==> config.mk <==
export PLATFORM = sky130hd
export DESIGN_NAME = bbrgb_mean
export DESIGN_NICKNAME = d
export VERILOG_FILES = /design/src/hw/rtl/bbrgb_pkg.sv /design/src/hw/rtl/bbrgb_mean.sv
export SDC_FILE = /design/constraint.sdc
export NUM_CORES = 2
export LEC_CHECK = 0
export BUFFER_PORTS_ARGS = -buffer_cell sky130_fd_sc_hd__buf_2
export CAP_MARGIN = 0
export CORE_ASPECT_RATIO = 0.6
export CORE_MARGIN = 2
export CORE_UTILIZATION = 45
export DETAILED_ROUTE_END_ITERATION = 10
export SYNTH_ARGS = -nofsm -noshare
export SYNTH_HDL_FRONTEND = slang
export SYNTH_SLANG_ARGS = --single-unit
==> constraint.sdc <==
create_clock -name clk -period 7.7 [get_ports clk]
set_input_delay 0.385 -clock clk [delete_from_list [all_inputs] [get_ports clk]]
set_output_delay 0.385 -clock clk [all_outputs]
set_load 0.1 [all_outputs]
==> src/hw/rtl/bbrgb_pkg.sv <==
// Shared types, constants and the reciprocal table of the 3x3 RGB box blur.
`default_nettype none
package bbrgb_pkg;

  localparam int CHAN_W    = 8;
  localparam int PIX_W     = 3 * CHAN_W;
  localparam int TAPS      = 9;
  localparam int SUM_W     = 12;
  localparam int CNT_W     = 4;
  localparam int REC_W     = 24;
  localparam int REC_K     = 24;
  localparam int CFG_W     = 11;
  localparam int CFG_IDX_W = 4;

  localparam logic [CFG_IDX_W-1:0] CFG_FRAME_WIDTH  = 4'd0;
  localparam logic [CFG_IDX_W-1:0] CFG_FRAME_HEIGHT = 4'd1;

  typedef logic [PIX_W-1:0] pixel_t;

  typedef struct packed {
    logic              action;
    logic [CHAN_W-1:0] in_red;
    logic [CHAN_W-1:0] in_green;
    logic [CHAN_W-1:0] in_blue;
  } in_item_t;

  typedef struct packed {
    logic [CHAN_W-1:0] out_red;
    logic [CHAN_W-1:0] out_green;
    logic [CHAN_W-1:0] out_blue;
    logic              frame_end;
  } out_item_t;

  typedef enum logic [2:0] {
    S_IDLE,
    S_READ,
    S_CALC,
    S_WAIT,
    S_HOLD
  } state_t;

  typedef struct packed {
    logic                start;
    logic [TAPS-1:0]     mask;
    pixel_t [TAPS-1:0]   pixels;
  } mean_req_t;

  typedef struct packed {
    logic              done;
    logic [CHAN_W-1:0] red;
    logic [CHAN_W-1:0] green;
    logic [CHAN_W-1:0] blue;
  } mean_rsp_t;

  // ceil(2^24 / (2*count)); exact quotient for every numerator below 2^13
  function automatic logic [REC_W-1:0] mean_recip(input logic [CNT_W-1:0] cnt);
    logic [REC_W-1:0] m;
    case (cnt)
      4'd1:    m = 24'd8388608;
      4'd2:    m = 24'd4194304;
      4'd3:    m = 24'd2796203;
      4'd4:    m = 24'd2097152;
      4'd5:    m = 24'd1677722;
      4'd6:    m = 24'd1398102;
      4'd7:    m = 24'd1198373;
      4'd8:    m = 24'd1048576;
      4'd9:    m = 24'd932068;
      default: m = 24'd8388608;
    endcase
    return m;
  endfunction

endpackage
`default_nettype wire

==> src/hw/rtl/bbrgb_mean.sv <==
// Masked 3x3 sum and rounded mean per channel, two registered stages.
`default_nettype none
module bbrgb_mean (
  input  logic                  clk,
  input  logic                  rst,
  input  bbrgb_pkg::mean_req_t  req,
  output bbrgb_pkg::mean_rsp_t  rsp
);
  import bbrgb_pkg::*;

  logic                      sum_vld;
  logic [2:0][SUM_W-1:0]     sum_q;
  logic [CNT_W-1:0]          cnt_q;
  logic [2:0][SUM_W-1:0]     acc;
  logic [2:0][SUM_W:0]       num;
  logic [2:0][SUM_W+REC_W:0] prod;
  logic [REC_W-1:0]          rec;

  // lane 2 is red, lane 0 is blue
  always_comb begin
    acc = '0;
    for (int i = 0; i < TAPS; i++) begin
      for (int ch = 0; ch < 3; ch++) begin
        if (req.mask[i]) begin
          acc[ch] = acc[ch] + SUM_W'(req.pixels[i][ch*CHAN_W +: CHAN_W]);
        end
      end
    end
  end

  // (2*sum + count) / (2*count) through the reciprocal table
  always_comb begin
    rec = mean_recip(cnt_q);
    for (int ch = 0; ch < 3; ch++) begin
      num[ch]  = {sum_q[ch], 1'b0} + (SUM_W+1)'(cnt_q);
      prod[ch] = num[ch] * rec;
    end
  end

  always_ff @(posedge clk) begin
    if (rst) begin
      sum_vld  <= 1'b0;
      rsp.done <= 1'b0;
    end else begin
      sum_vld  <= req.start;
      rsp.done <= sum_vld;
    end
  end

  always_ff @(posedge clk) begin
    if (req.start) begin
      sum_q <= acc;
      cnt_q <= CNT_W'($countones(req.mask));
    end
    if (sum_vld) begin
      rsp.red   <= prod[2][REC_K +: CHAN_W];
      rsp.green <= prod[1][REC_K +: CHAN_W];
      rsp.blue  <= prod[0][REC_K +: CHAN_W];
    end
  end

endmodule
`default_nettype wire

* Word level (Yosys, flattened, before mapping)
Memory sizes are Yosys's and may differ from the RTL's. A register that Yosys moved wholly into a read port is not among the register bits.
Cells that the tools add are included.
** Storage, ports and cells
- Output and inout port bits :: 25
- Logic and storage cells :: 76
- Input port bits :: 228
- Memories kept :: 1
- Bits in read-only memories :: 384
- Bits in registers :: 66
** Operators by class
- $add $sub $neg :: 35
- Multiplexer cells :: 28
- Multipliers :: 3
** Memory list
- (name not given) :: words 16, width 24, read ports 1, clocked after Yosys merged registers in 1, wr ports 0, RTL line bbrgb_pkg.sv:58 : case (cnt)
** Operator list (number)
- adder 12 x 8 -> 12 bit :: 24
- 2-to-1 mux 12 bit :: 24
- multiplier 13 x 24 -> 32 bit :: 3
- adder 13 x 4 -> 13 bit :: 3
- 2-to-1 mux 8 bit :: 3
- adder 1 x 1 -> 2 bit :: 4
- adder 2 x 2 -> 3 bit :: 2
- adder 3 x 3 -> 4 bit :: 1
- adder 4 x 1 -> 4 bit :: 1
- 2-to-1 mux 4 bit :: 1

* Logic depth before layout (Yosys ltp)
- Depth in word-level cells :: 17
- Depth in mapped cells :: 51

* Least setup slack after synthesis
No wires, ideal clock.
- Kind :: input port to flip-flop
- Start point :: input req[216] in the netlist's numbering
- End point :: register sum_q[34] in the netlist's numbering, data pin
- Buffers on the path :: 2
- Slack :: -0.743 ns
- Data required time :: 7.436 ns
- Arrival time :: 8.180 ns
- Cell stages on the path :: 46
- Cell sequence :: clkbuf_1 clkbuf_1 and2_1 ha_1 o21a_1 o31a_1 o21a_1 nor3_1 o2bb2ai_1 ha_1 o21a_1 o31ai_2 a21boi_0 mux2_2 ha_1 o21a_1 o31ai_1 a21oi_1 [... 10 more ...] o21ba_2 ha_1 nor2b_1 o31ai_1 a21boi_0 mux2_2 ha_1 o21ai_0 o21ai_0 nand2_1 o21a_1 ha_1 nor2b_1 o21a_1 o21ai_0 or4_1 o311ai_1 xnor2_1
** RTL lines
- start: declaration :: RTL line bbrgb_mean.sv:6 : input bbrgb_pkg::mean_req_t req,
- end signal: assignment :: RTL line bbrgb_mean.sv:52 : sum_q <= acc;
- end: declaration :: RTL line bbrgb_mean.sv:12 : logic [2:0][SUM_W-1:0] sum_q;

==> reports/metrics.cfg <==
[global_routing]
track_usage = 0.2938
grt-ovfl-total = 0
grt_max_degree = 49
antenna_found_initial = 14
grt_pass1_vias = 33080
grt_pass1_wl_um = 191400

[timing]
fmax_ghz = 0.1193
slew_violations = 0
slew_headroom = 0.2096
setup_slack_ns = -0.6852
setup_viol = 16
skew_ns = 0.03742
worstMarginPinSlew_ns = 1.184
hold_ws_ns = 0.1454
period_share = 1.089
hold_viol = 0
finalSetupTns_ns = -5.705
rsz0062_at_grt = true
period_minus_slack_ns = 8.385

[synth]
synth_top_area_cell = fa_1
yosysSeqAreaShare = 0.06266
yosys_warnings = 0
ys_ff_latch = 85
syn_nets = 5513
synth_edf_count = 64
synth_top_area_share = 0.3706
synth_most_common_cell = inv_1
avgSynthCellArea_um2 = 8.870
netlist_instances = 4214
synth.distinct_cells = 88
synth-async-reset-ratio = 0
synth_ff_type = edfxtp_1
yosys-top-cells-count = inv_1 (781), fa_1 (692), nand2_1 (492), ha_1 (379), and2_1 (223)
synth_area_leaders = fa_1 (37%), ha_1 (13%), inv_1 (7.8%)
netlist_area_um2 = 37380

[routing]
via_per_inst = 5.254
ant_nets = 0
wl_um = 123000
vias = 32250
drc = 0
first_pass_iters = 5
wire_per_inst_um = 20.04
drt_iter0_markers = 2587

[setup_path]
crit_path_max_incr_delay_ns = 0.57
worst_ep_required_time_ns = 7.85
cp-start-kind = input pin
crit_slowest_cell = or4_4
r2r_slack_ns = 0.14
critPathMaxFanout = 6
arrival_ns = 8.54
crit_type = input pin to flop
worst_r2r_path_depth = 26
worstSetupEndpointType = flop
crit_top_cell = buf_4

[floorplanning]
io_pins = 253
die_w_um = 376.1
die_h_um = 227.2
initial_core_util = 0.4565
die_area_um2 = 85460
core-area_um2 = 81890
std_cell_rows = 81

[status]
violations = setup timing
run_status = complete, but fails checks

[clock_network]
cts_max_level = 3
cts_root_buf = clkbuf_16
clockBufferDepth = 2
holdBufCountCts = 0
insertion_delay_ns = 0.42
clock_sinks = 85
cts_tree = done
cts.clk_slew.worst_paths_ns = 0.08
numCtsBuffers = 9

[min_path]
hold_class = input pin to flop
whs_path_depth = 2

[run]
maxCapViolCount = 0

[layout]
fin_util = 0.5847
final_nets = 6343
design_area_um2 = 47880
syn_to_final_growth_pct = 28.08
drive_gt1_frac = 0.2844

[placement]
place_congestion = 0.9741
placed_area_um2 = 44830
dpl.hpwl_um = 100300
portBuffers = 252

==> final timing paths <==
kind | endpoint | start
setup / recovery | sum_q[34] | req[216]
hold / removal | sum_vld | rst
setup reg to reg | rsp[15] | cnt_q[3]
hold reg to reg | rsp[17] | sum_vld
==> kinds of logic after synthesis <==
kind of cell / count (synthesis) / share of synthesized area
flops: 85 / 0.06266
compound gates: 629 / 0.1100
simple gates: 1163 / 0.1497
buf+inv: 934 / 0.09382
xor+xnor: 220 / 0.05386
mux: 108 / 0.03140
fa+ha+maj: 1075 / 0.4986
==> worst max-delay path, delay by kind of cell <==
family | cells | cell delay, ns
buffers and inverters | 18 | 2.13
AND/OR/NAND/NOR | 5 | 1.08
multiplexers | 1 | 0.30
adder cells (fa/ha/maj) | 6 | 1.65
XOR/XNOR | 3 | 0.38
AO/OA/AOI/OAI | 19 | 2.56
==> metrics by stage <==
step	std cells	setup WS, ns
after floorplan	4214	-0.3681
after global placement	5992	-1.119
after detailed placement	5992	-1.304
after CTS	6077	-0.4349
after global routing	6138	-1.014
final	6139	-0.6852
==> state kept, by name (all words and copies together) (netlist names) <==
signal / flops
cnt_q: 4
rec: 19
rsp: 25
sum_q: 36
sum_vld: 1
==> layout make-up <==
class / count / area (µm²)
Clock inverter: 7 / 56.30
Sequential cell: 85 / 2345
Clock buffer: 9 / 225.2
Inverter: 783 / 2945
Multi-Input combinational cell: 3195 / 33970
Fill cell: 7184 / 34010
Timing Repair Buffer: 970 / 6959
Tap cell: 1079 / 1350
Antenna cell: 11 / 27.53
==> per-layer routing <==
layer | track usage | share of wire | vias up
li1 | - | - | 14980
met4 | 0.04568 | 0.010 | 6
met3 | 0.09096 | 0.11 | 99
met1 | 0.4473 | 0.48 | 15880
met2 | 0.4119 | 0.40 | 1292
met5 | 0 | 0.00029 | -
==> what timing repair did <==
item,4_1_cts,5_1_grt
buffers inserted,71,50
gates resized for setup,204,165
gates cloned,0,1
pin swaps,82,70
setup endpoints to repair,24,38
==> cells in the final DEF, fill, tap and decap left out, drive strengths merged, types with 6 or more instances in the layout <==
| master | count |
|---|---|
| inv | 785 |
| buf | 969 |
| nor3b | 6 |
| and2 | 223 |
| nor2 | 163 |
| o31ai | 25 |
| o211ai | 10 |
| dfxtp | 21 |
| nor3 | 28 |
| o21a | 61 |
| and3 | 14 |
| nor2b | 134 |
| a211oi | 29 |
| a21o | 75 |
| a21boi | 15 |
| or3 | 6 |
| xnor2 | 171 |
| nand2 | 492 |
| o21bai | 24 |
| mux2 | 74 |
| edfxtp | 64 |
| mux2i | 34 |
| clkbuf | 10 |
| o31a | 9 |
| o21ai | 132 |
| fa | 692 |
| nand2b | 37 |
| xor2 | 49 |
| a41oi | 7 |
| ha | 379 |
| nand4 | 10 |
| a31oi | 6 |
| o21ba | 6 |
| nand3 | 33 |
| diode | 11 |
| a21oi | 184 |
Power is left out: the tool's default activity adds up to more than one toggle a clock period on the data nets, which glitch-free logic cannot reach.
